`config.mk`:
```
export PLATFORM = sky130hd
export DESIGN_NAME = mogt_pick
export DESIGN_NICKNAME = d
export VERILOG_FILES = /design/src/sv/mogt_pkg.sv /design/src/sv/mogt_pick.sv
export SDC_FILE = /design/constraint.sdc
export NUM_CORES = 1
export LEC_CHECK = 0
export BUFFER_PORTS_ARGS = -buffer_cell sky130_fd_sc_hd__buf_4
export CAP_MARGIN = 40
export CORE_MARGIN = 2
export CORE_UTILIZATION = 47
export DETAILED_ROUTE_END_ITERATION = 10
export PLACE_DENSITY = 0.85
export SLEW_MARGIN = 25
export SYNTH_ARGS = -nofsm -noshare
export SYNTH_HDL_FRONTEND = slang
export SYNTH_SLANG_ARGS = --single-unit
```
`constraint.sdc`:
```
create_clock -name vclk -period 3
set_input_delay 0.3 -clock vclk [all_inputs]
set_output_delay 0.3 -clock vclk [all_outputs]
set_load 0.05 [all_outputs]
```
`src/sv/mogt_pkg.sv`:
```
// shared types and constants for the min order graph traversal core
// no dependencies
package mogt_pkg;

    localparam int MAX_NODES = 64;
    localparam int NODE_W    = 7;
    localparam int IDX_W     = (MAX_NODES > 1) ? $clog2(MAX_NODES) : 1;
    localparam int KIND_W    = 2;

    localparam logic [KIND_W-1:0] KIND_CLEAR = 2'd0;
    localparam logic [KIND_W-1:0] KIND_ADD   = 2'd1;
    localparam logic [KIND_W-1:0] KIND_RUN   = 2'd2;

    localparam logic [NODE_W-1:0] NODE_COUNT_RESET = NODE_W'(64);
    localparam logic [NODE_W-1:0] NODE_MAX         = NODE_W'(MAX_NODES);

    typedef logic [MAX_NODES-1:0] t_row;
    typedef logic [IDX_W-1:0]     t_idx;
    typedef logic [NODE_W-1:0]    t_node;

    typedef enum logic [2:0] {
        ST_IDLE,
        ST_ADD_WR_A,
        ST_ADD_WR_B,
        ST_PICK,
        ST_UPDATE
    } t_state;

    // result of the lowest set bit search
    typedef struct packed {
        logic any;
        t_idx idx;
    } t_pick;

    // bit i set when node i+1 is within the effective node count
    function automatic t_row f_valid_mask(input t_node n);
        t_row m;
        m = '0;
        for (int i = 0; i < MAX_NODES; i++) begin
            m[i] = (NODE_W'(i) < n);
        end
        return m;
    endfunction

endpackage

```
`src/sv/mogt_pick.sv`:
```
// lowest set bit search over the pending node mask
// depends on mogt_pkg
module mogt_pick (
    input  mogt_pkg::t_row  i_mask,
    output mogt_pkg::t_pick o_pick
);

    mogt_pkg::t_row iso;
    mogt_pkg::t_idx idx;

    // isolate the lowest set bit, then encode the one-hot word
    assign iso = i_mask & (~i_mask + mogt_pkg::t_row'(1));

    always_comb begin
        idx = '0;
        for (int i = 0; i < mogt_pkg::MAX_NODES; i++) begin
            if (iso[i]) begin
                idx = idx | mogt_pkg::IDX_W'(i);
            end
        end
    end

    assign o_pick.any = |i_mask;
    assign o_pick.idx = idx;

endmodule

```
---- Yosys cells after proc, flatten, opt, wreduce, memory -nomap -nowiden ----
Index checks and enable logic that the tools add are counted.
cells by class
  add/sub/neg operators ................... 1
  reduce and logical (&&, ||, !) cells .... 1
  mux-type cells .......................... 63
  bitwise gates (word level) .............. 2
operator list
  operator                 number
  $mux W6                  32
  $mux W5                  16
  $add A64 B1 Y64 const B  1
  $and A64 B64 Y64         1
  $not A64 Y64             1
  $reduce_or A64 Y1        1
  $mux W4                  8
  $mux W3                  4
  $mux W2                  2
  $mux W1                  1
word-level totals
  register bits ........................... 0
  word-level logic and storage cells ...... 67
  output and inout bits ................... 7
  bits of input ports ..................... 64

---- Longest topological paths before layout ----
Gate-level depths: netlist of the first run.
  depth in word-level cells ............... 66
  gate-level depth with buffers ........... 9
  gate-level depth less buffers ........... 7

---- Least setup slack after synthesis of the first run ----
OpenSTA, ideal clock, no wires.
  kind .................................... input-to-output
  from .................................... input port i_mask[11]
  to ...................................... output port o_pick[1] (netlist name)
  slack ................................... -168 ps
  path buffers ............................ 1
  required time ........................... 2,700 ps
  stages on the path ...................... 8
  arrival ................................. 2,868 ps
  cells stage by stage .................... or4_4 > or4b_1 > buf_2 > nor4_4 > nand2_2 > o41ai_2 > nor3_1 > nand4b_1
RTL lines
  item             RTL line        source
  start, declared  mogt_pick.sv:4  input mogt_pkg::t_row i_mask,
  end, declared    mogt_pick.sv:5  output mogt_pkg::t_pick o_pick

==> results of run 1 <==
==> cell usage in the layout (no fill, tap or decap), types with 2 or more instances in the layout <==
cell type / Yosys / final
nor4_1: 14 / 13
nor3b_1: 5 / 5
o21bai_1: 2 / 2
o21ai_0: 7 / 6
buf_6: 0 / 10
or3_1: 7 / 6
a21oi_1: 13 / 13
a32o_1: 2 / 2
o2111a_1: 2 / 2
nor3_2: 0 / 2
o21a_1: 2 / 2
nor4_4: 1 / 2
nor4b_1: 3 / 2
nand4b_1: 7 / 7
nor3_1: 20 / 18
inv_1: 7 / 7
nand2_1: 14 / 13
buf_4: 1 / 89
o311a_1: 2 / 2
nor2b_1: 4 / 4
nand4_1: 11 / 11
a211oi_1: 3 / 2
nor2_1: 32 / 31
nand2_2: 1 / 2
a31oi_1: 4 / 4
and2_1: 4 / 3
o41ai_2: 1 / 2
nand3_1: 9 / 9
a32oi_1: 2 / 2
==> area by class of cell <==
class,count,area [µm²],area share
inverters,7,26.28,0.01235
multi-input cells,195,1282,0.6029
well taps,30,37.54,0.01765
repair buffers,99,780.7,0.3671
==> tightest hold or removal path, stage by stage <==
cell and delay [ns]:
buf_4 0.08, nor2_1 0.03, nand4_1 0.07, buf_4 0.19
==> worst paths after layout <==
check	from	end	slack, ns	depth (start not counted)
setup / recovery	i_mask[8]	o_pick[1]	-0.06	10
hold / removal	i_mask[63]	o_pick[6]	0.98	4
==> kinds of logic (layout without fill, tap and decap cells) <==
kind of cell | Yosys count | count (layout)
and+or+nand+nor | 141 | 141
AOI/OAI and AO/OA | 54 | 54
buffers and inverters | 11 | 106
==> Yosys cell counts, types with 2 or more instances <==
master,instances
inv_1,7
o31ai_1,2
nand4b_1,7
a31oi_1,4
o311a_1,2
o32ai_1,2
a211oi_1,3
o21ai_0,7
and2_1,4
a21oi_1,13
or3_1,7
nor2_1,32
nor4_1,14
nor3_1,20
a32oi_1,2
clkbuf_1,2
o21bai_1,2
nor4b_1,3
nand4_1,11
nor2b_1,4
nand2_1,14
o2111a_1,2
a2111oi_0,2
o21a_1,2
nand3_1,9
nor3b_1,5
a32o_1,2
==> power by group <==
part | internal (mW) | switching [mW] | total (mW)
Sequential | 0 | 0 | 0
Clock | 0 | 0 | 0
Combinational | 0.0897 | 0.0879 | 0.178
==> timing repair <==
item / 4_1_cts / 5_1_grt
endpoints found under the setup margin: 6 / 6
buffers inserted: 2 / 0
cloned: 0 / 0
pin swaps: 3 / 6
hold buffers: 0 / 0
gates resized for setup: 21 / 5
==> per-layer routing <==
layer,GRT usage,vias to the layer above
met2,0.6701,182
met1,0.4441,987
li1,-,1038
met3,0.05386,42
met5,0,-
met4,0.1638,0
==> summary.md, run 1 <==
| Metric | Value |
|---|---|
| # fillers | `165` |
| Post-placement cell count | `329` |
| Synth-to-layout area growth | `71.89%` |
| Sequential cell area | `0 µm²` |
| Post-route cell area | `2127 µm²` |
| Power per standard cell area | `83.52 nW/µm²` |
| Total half-perimeter wirelength after legalization and detailed placement | `4342 µm` |
| Transition at the pin with the smallest max-transition slack | `0.6942 ns` |
| Worst Path Class, Setup | `primary input to output port` |
| Uppermost routed layer | `met4` |
| Met2 layer wire length in the routed design | `between 2000 and 3000 µm` |
| Gate count after technology mapping | `206` |
| Number of top-level pins | `slightly above 70` |
| Total Routing Usage GR | `0.3768` |
| Ordered list of cells on the worst path | `buf_6 > or4_4 > or4b_4 > buf_6 > nor4b_4 > o21ai_1 > o31ai_2 > nor4_1 > nand4b_1 > buf_6` |
| Total vias in the final route | `2,249` |
| Post-synthesis net count | `270` |
| Final hold viol count | `0` |
| Critical path startpoint category | `primary input` |
| Synth top area cells | `nor2_1 (9.7%), nor3_1 (8.1%), nor4_1 (7.1%)` |
| Placeable Area | `2477 µm²` |
| Detailed Route Iter0 Violations | `249` |
| Mean instance size in the synthesized netlist | `6.007 µm²` |
| Type of destination of the critical path | `output port` |
| Layout cells sized above 1 | `0.3953` |
| Die outline width | `55.31 µm` |
| Most area-hungry cell type in the Yosys netlist | `nor2_1` |
| Achievable clock frequency | `326.8 MHz` |
| Die H | `between 50 and 60 µm` |
| RSZ-0062 raised after global routing | `yes` |
| Largest net degree at the start of global routing | `12` |
| Final Cycle Share | `1.020` |
| Number of buffers inserted by port buffering | `between 70 and 80` |
| Worst path most repeated cell | `buf_6` |
| Final WL | `5882 µm` |
| Vias in the first global route | `~2,200` |
| Simple-gate portion of the synthesized area | `0.6431` |
| CP Data Required Time | `~2.7 ns` |
| Final weighted congestion in routability-driven placement | `0.9678` |
| Final Critical Period | `between 3 and 4 ns` |
| Max Slew Vio Count | `0` |
| Routed wire length on met3 | `535 µm` |
| Layout sequential cell count | `0` |
| Area share of the largest cell type after synthesis | `0.09707` |
| Final Core Density | `0.8586` |
| Violated checks | `negative setup slack` |
| Setup slack at placement | `-0.1704 ns` |
| Multiplexer share of the synthesized area | `0` |
| CP Data Arrival Time | `2.76 ns` |
| Worst hold path class | `primary input to output port` |
| Met1 wire length | `2220 µm` |
| Combined area of all synthesized cells | `1237 µm²` |
| Main combinational cell family by area after synthesis | `simple AND/OR/NAND/NOR gates` |
| Slowest Stage Delay on Critical Path | `0.58 ns` |
| Endpoints failing setup | `6` |
| Reported max-cap violation count | `0` |
| Synth warn | `0` |
| Gr ovfl total | `0` |
| IR Drop Worst-Case VDD | `around 0.086 mV` |
| Unique cell type count in the Yosys netlist | `49` |
| Final Instance Count excl. Fillers | `between 300 and 400` |
| Worst Path Buf+Inv | `3` |
| Antenna-violating nets left | `0` |
| Area of the die | `3059 µm²` |
| Number of placement rows | `18` |
| Cell area reported after detailed placement | `between 1500 and 2000 µm²` |
| Final setup margin | `-0.06001 ns` |
| Arithmetic-cell share of the synthesized area counting full adders, half adders and majority gates | `0` |
| Outcome | `finished with violations` |
| Number of clock buffer instances in the layout | `0` |
| Count of TritonRoute iterations in the first routing pass | `4` |
| Slowest CP cell | `or4b_4` |
| Complex-gate fraction of the synthesized area | `0.3195` |
| Critical path fanouts, max | `6` |
| DRC violation count after routing | `0` |
| DR vias/cell | `6.795` |
| Global-route wire length before repair | `9763 µm` |
| Cell family with the largest share of critical-path delay | `simple AND/OR/NAND/NOR gates` |
| Headroom to the max-slew limit | `0.5329` |
| Worst slack on hold paths | `0.9809 ns` |
| Setup_tns | `-0.1768 ns` |
| Sum of internal, switching and leakage power | `0.1777 mW` |
| Final layout net count | `367` |
| # diodes | `0` |
| Initial antenna violation count | `0` |
| Proportion of synthesized chip area in sequential cells | `0` |
| Per-cell routed wire length | `approximately 18 µm` |
| Leakage power figure | `0.8840 nW` |
| Xor/xnor share of the synthesized area | `0` |
| Starting density of the core | `0.4995` |
No activity file was read; power rests on OpenSTA's default activity.
==> inputs of run 2 (changes only) <==
--- a/config.mk
+++ b/config.mk
@@ -7,10 +7,10 @@
 export LEC_CHECK = 0
 export BUFFER_PORTS_ARGS = -buffer_cell sky130_fd_sc_hd__buf_4
 export CAP_MARGIN = 40
-export CORE_MARGIN = 2
 export CORE_UTILIZATION = 47
 export DETAILED_ROUTE_END_ITERATION = 10
 export PLACE_DENSITY = 0.85
+export RECOVER_POWER = 100
 export SLEW_MARGIN = 25
 export SYNTH_ARGS = -nofsm -noshare
 export SYNTH_HDL_FRONTEND = slang
==> summary.md, run 2 (synthesis gave the netlist of run 1 again) <==
| Metric | Value |
|---|---|
| Outcome | `finished with violations (unchanged)` |
| Violated checks | `negative setup slack (unchanged)` |
| # fillers | `175 (was 165)` |
| Headroom to the max-slew limit | `0.6232 (was 0.5329)` |
| Gr ovfl total | `0 (unchanged)` |
| Setup_tns | `-0.2506 ns (was -0.1768 ns)` |
| Reported max-cap violation count | `0 (unchanged)` |
| # diodes | `0 (unchanged)` |
| Count of TritonRoute iterations in the first routing pass | `4 (unchanged)` |
| DRC violation count after routing | `0 (unchanged)` |
| Starting density of the core | `0.4995 (unchanged)` |
| Sum of internal, switching and leakage power | `0.1733 mW (was 0.1777 mW)` |
| Transition at the pin with the smallest max-transition slack | `0.5581 ns (was 0.6942 ns)` |
| Most common cell after layout, fill and taps aside | `buf_4 (unchanged)` |
| Total Routing Usage GR | `0.3899 (was 0.3768)` |
| Worst hold path class | `primary input to output port (unchanged)` |
| IR Drop Worst-Case VDD | `0.08984 mV (was 0.08582 mV)` |
| Layout sequential cell count | `0 (unchanged)` |
| CP Data Arrival Time | `2.76 ns (about the same)` |
| Commonest non-fill, non-tap cells in the layout | `buf_4 (89), nor2_1 (32), nor3_1 (20) (was buf_4 (89), nor2_1 (31), nor3_1 (18))` |
| Synth-to-layout area growth | `71.79% (was 71.89%)` |
| Detailed Route Iter0 Violations | `108 (was 249)` |
| Placeable Area | `2477 µm² (unchanged)` |
| Power per standard cell area | `81.54 nW/µm² (was 83.52 nW/µm²)` |
| Initial antenna violation count | `0 (unchanged)` |
| Die outline width | `53.31 µm (was 55.31 µm)` |
| End point of the critical path | `o_pick[0] (was o_pick[1])` |
| Final Cycle Share | `1.020 (about the same)` |
| CP Data Required Time | `2.70 ns (about the same)` |
| Per-cell routed wire length | `16.09 µm (was 17.77 µm)` |
| Final WL | `5343 µm (was 5882 µm)` |
| Achievable clock frequency | `326.8 MHz (about the same)` |
| Worst Path Class, Setup | `primary input to output port (unchanged)` |
| Die H | `53.31 µm (was 55.31 µm)` |
| Area of the die | `2842 µm² (was 3059 µm²)` |
| Sequential cell area | `0 µm² (unchanged)` |
| Final Core Density | `0.8581 (was 0.8586)` |
| Number of buffers inserted by port buffering | `71 (unchanged)` |
| Largest net degree at the start of global routing | `14 (was 12)` |
| Endpoints failing setup | `6 (unchanged)` |
| Type of destination of the critical path | `output port (unchanged)` |
| Number of clock buffer instances in the layout | `0 (unchanged)` |
| Leakage power figure | `0.8885 nW (was 0.8840 nW)` |
| Final weighted congestion in routability-driven placement | `0.9989 (was 0.9678)` |
| Final Critical Period | `3.060 ns (about the same)` |
| Final setup margin | `-0.06025 ns (was -0.06001 ns)` |
| Vias in the first global route | `2,023 (was 2,199)` |
| Number of placement rows | `18 (unchanged)` |
| Critical path startpoint category | `primary input (unchanged)` |
| Layout cells sized above 1 | `0.3841 (was 0.3953)` |
| Worst setup path startpoint | `i_mask[8] (unchanged)` |
| Max Slew Vio Count | `0 (unchanged)` |
| Antenna-violating nets left | `0 (unchanged)` |
| Final hold viol count | `0 (unchanged)` |
| Number of top-level pins | `71 (unchanged)` |
| Final layout net count | `368 (was 367)` |
| Global-route wire length before repair | `8328 µm (was 9763 µm)` |
| Critical path fanouts, max | `4 (was 6)` |
| RSZ-0062 raised after global routing | `yes (unchanged)` |
| Total half-perimeter wirelength after legalization and detailed placement | `4272 µm (was 4342 µm)` |
| DR vias/cell | `6.446 (was 6.795)` |
| Total vias in the final route | `2,140 (was 2,249)` |
[run 2: metal layers]
metal	global-route usage	share of wire	up-vias
li1	-	-	1036
met1	0.4433	0.40	957
met4	0.1491	0.026	0
met2	0.7208	0.49	129
met5	0	0	-
met3	0.04598	0.078	18
[run 2: worst min path at each step]
stage	from	to	slack, ns	depth (start not counted)
floorplan	i_mask[63]	o_pick[6]	1.00	2
global placement	i_mask[63]	o_pick[6]	0.99	4
detailed placement	i_mask[63]	o_pick[6]	0.99	4
CTS	i_mask[63]	o_pick[6]	0.99	4
global route	i_mask[63]	o_pick[6]	1.02	4
finish	i_mask[63]	o_pick[6]	0.99	4
[run 2: layout make-up]
type | instances | area, µm² | share of cell area
Multi-Input combinational cell | 195 | 1270 | 0.5974
Inverter | 7 | 26.28 | 0.01236
Timing Repair Buffer | 100 | 792.0 | 0.3726
Tap cell | 30 | 37.54 | 0.01766
[run 2: worst max-delay path, stage by stage]
cell and delay (ns):
buf_6 0.09, or4_4 0.52, or4b_4 0.58, nor4_4 0.21, nand2_2 0.14, buf_4 0.17
a2111oi_4 0.28, buf_4 0.16, nor4b_1 0.05, nand4_1 0.09, buf_6 0.16
[run 2: report_power, final]
| part | switching, mW | leakage [nW] | internal, mW |
|---|---|---|---|
| registers | 0 | 0 | 0 |
| logic | 0.0833 | 0.888 | 0.0900 |
| clock network | 0 | 0 | 0 |
[run 2: timing repair]
action                     CTS  global route
setup endpoints to repair    6             6
buffers inserted             2             1
gates resized for setup     21             4
pin swaps                    3             0
hold buffers                 0             0
[run 2: per-stage QoR]
step	cells	instance area, µm²	setup WS, ns	hold WS, ns
after floorplan	206	1269	-0.05890	1.000
after global placement	329	1998	-0.1638	0.9896
after detailed placement	329	1998	-0.2145	0.9875
after CTS	331	2101	-0.04990	0.9918
after global routing	332	2126	-0.1678	1.017
final	332	2126	-0.06025	0.9882
==> inputs of run 3 (changes only) <==
--- a/config.mk
+++ b/config.mk
@@ -5,11 +5,11 @@
 export SDC_FILE = /design/constraint.sdc
 export NUM_CORES = 1
 export LEC_CHECK = 0
-export BUFFER_PORTS_ARGS = -buffer_cell sky130_fd_sc_hd__buf_4
 export CAP_MARGIN = 40
-export CORE_UTILIZATION = 47
+export CORE_UTILIZATION = 55
 export DETAILED_ROUTE_END_ITERATION = 10
-export PLACE_DENSITY = 0.85
+export DONT_BUFFER_PORTS = 1
+export PLACE_DENSITY = 0.7
 export RECOVER_POWER = 100
 export SLEW_MARGIN = 25
 export SYNTH_ARGS = -nofsm -noshare
==> summary.md, run 3 (synthesis gave the netlist of run 1 again) <==
| Metric | Value |
|---|---|
| Achievable clock frequency | `318.7 MHz (was 326.8 MHz)` |
| Final layout net count | `300 (was 368)` |
| Final Critical Period | `3.138 ns (was 3.060 ns)` |
| Final Cycle Share | `1.046 (was 1.020)` |
| Reported max-cap violation count | `0 (unchanged)` |
| Total half-perimeter wirelength after legalization and detailed placement | `4062 µm (was 4272 µm)` |
| Critical path fanouts, max | `6 (was 4)` |
| IR Drop Worst-Case VDD | `0.03642 mV (was 0.08984 mV)` |
| Vias in the first global route | `1,848 (was 2,023)` |
| DR vias/cell | `8.238 (was 6.446)` |
| Outcome | `finished with violations (unchanged)` |
| Multi-input gate area in the final layout | `1304 µm² (was 1270 µm²)` |
| Die outline width | `49.43 µm (was 53.31 µm)` |
| RSZ-0062 raised after global routing | `yes (unchanged)` |
| Power per standard cell area | `44.52 nW/µm² (was 81.54 nW/µm²)` |
| Sequential cell area | `0 µm² (unchanged)` |
| Final weighted congestion in routability-driven placement | `1.013 (was 0.9989)` |
| Violated checks | `negative setup slack (unchanged)` |
| Commonest non-fill, non-tap cells in the layout | `nor2_1 (32), buf_4 (22), nor3_1 (19) (was buf_4 (89), nor2_1 (32), nor3_1 (20))` |
| Final WL | `5849 µm (was 5343 µm)` |
| Antenna-violating nets left | `0 (unchanged)` |
| Sum of internal, switching and leakage power | `0.07543 mW (was 0.1733 mW)` |
| Number of buffers inserted by port buffering | `0 (was 71)` |
| Type of destination of the critical path | `output port (unchanged)` |
| Detailed Route Iter0 Violations | `208 (was 108)` |
| Final hold viol count | `0 (unchanged)` |
| CP Data Required Time | `2.70 ns (about the same)` |
| Global-route wire length before repair | `7665 µm (was 8328 µm)` |
| Die H | `49.43 µm (was 53.31 µm)` |
| # fillers | `140 (was 175)` |
| Endpoints failing setup | `6 (unchanged)` |
| Transition at the pin with the smallest max-transition slack | `0.8682 ns (was 0.5581 ns)` |
| Layout cells sized above 1 | `0.2308 (was 0.3841)` |
| Gr ovfl total | `0 (unchanged)` |
| Worst Path Class, Setup | `primary input to output port (unchanged)` |
| Headroom to the max-slew limit | `0.4138 (was 0.6232)` |
| Number of clock buffer instances in the layout | `0 (unchanged)` |
| Most common cell after layout, fill and taps aside | `nor2_1 (was buf_4)` |
| Total vias in the final route | `2,150 (was 2,140)` |
| Final Core Density | `0.8297 (was 0.8581)` |
| CP Data Arrival Time | `2.84 ns (was 2.76 ns)` |
| Synth-to-layout area growth | `36.91% (was 71.79%)` |
| Layout sequential cell count | `0 (unchanged)` |
| Initial antenna violation count | `0 (unchanged)` |
| Leakage power figure | `0.5935 nW (was 0.8885 nW)` |
| Area of the die | `2443 µm² (was 2842 µm²)` |
| Max Slew Vio Count | `0 (unchanged)` |
| Critical path startpoint category | `primary input (unchanged)` |
| Count of TritonRoute iterations in the first routing pass | `6 (was 4)` |
| Per-cell routed wire length | `22.41 µm (was 16.09 µm)` |
| Starting density of the core | `0.6060 (was 0.4995)` |
| Total Routing Usage GR | `0.3899 (about the same)` |
| DRC violation count after routing | `0 (unchanged)` |
| Final setup margin | `-0.1378 ns (was -0.06025 ns)` |
| CTS hold repair buffers | `0 (unchanged)` |
| Number of top-level pins | `71 (unchanged)` |
| Largest net degree at the start of global routing | `14 (unchanged)` |
| # diodes | `0 (unchanged)` |
| Number of placement rows | `16 (was 18)` |
| Placeable Area | `2042 µm² (was 2477 µm²)` |
| Worst hold path class | `primary input to output port (unchanged)` |
run 3: critical path, cell delays in order:
cell	delay, ns
or4_4	0.53
or4b_4	0.54
buf_6	0.17
buf_6	0.12
or2_4	0.26
buf_6	0.14
nor2_1	0.21
nand2_1	0.11
nand2_1	0.10
nand4b_1	0.18
buf_12	0.16
run 3: routing by layer:
| metal | global-route usage | wire (µm) | up-vias | share of wire |
|---|---|---|---|---|
| li1 | - | - | 901 | - |
| met1 | 0.4634 | 1966 | 925 | 0.34 |
| met2 | 0.6689 | 2551 | 254 | 0.44 |
| met3 | 0.06542 | 837 | 70 | 0.14 |
| met4 | 0.1905 | 493 | 0 | 0.084 |
| met5 | 0 | 0 | - | 0 |
run 3: area by class of cell:
cell class | count | area share
Inverter | 7 | 0.01551
Timing Repair Buffer | 32 | 0.1950
Multi-Input combinational cell | 195 | 0.7696
Tap cell | 27 | 0.01994
run 3: repair_timing:
action | in CTS | in global routing
pin swaps | 2 | 6
resized for setup | 2 | 21
cloned | 0 | 0
buffers inserted | 0 | 6
endpoints found under the hold margin | 0 | 0
setup endpoints to repair | 6 | 6
run 3: worst paths after layout:
path | start | endpoint | slack, ns | cells past startpoint
worst min-delay path | i_mask[63] | o_pick[6] | 0.89 | 3
worst max-delay path | i_mask[8] | o_pick[2] | -0.14 | 11
run 3: where the power goes:
group / internal, mW / total, mW / switching (mW)
clock network: 0 / 0 / 0
logic: 0.0346 / 0.0754 / 0.0408
registers: 0 / 0 / 0
total: 0.0346 / 0.0754 / 0.0408
run 3: through the flow:
| stage | cell area, µm² | cells | setup TNS [ns] | setup WS, ns | hold WS [ns] |
|---|---|---|---|---|---|
| after floorplan | 1269 | 206 | -0.2698 | -0.05890 | 1.000 |
| after global placement | 1536 | 255 | -0.4760 | -0.1208 | 0.8871 |
| after detailed placement | 1536 | 255 | -0.4193 | -0.08699 | 0.8888 |
| after CTS | 1544 | 255 | 0 | 0.01142 | 0.8885 |
| after global routing | 1694 | 261 | -0.8375 | -0.1820 | 0.8909 |
| final | 1694 | 261 | -0.4533 | -0.1378 | 0.8859 |
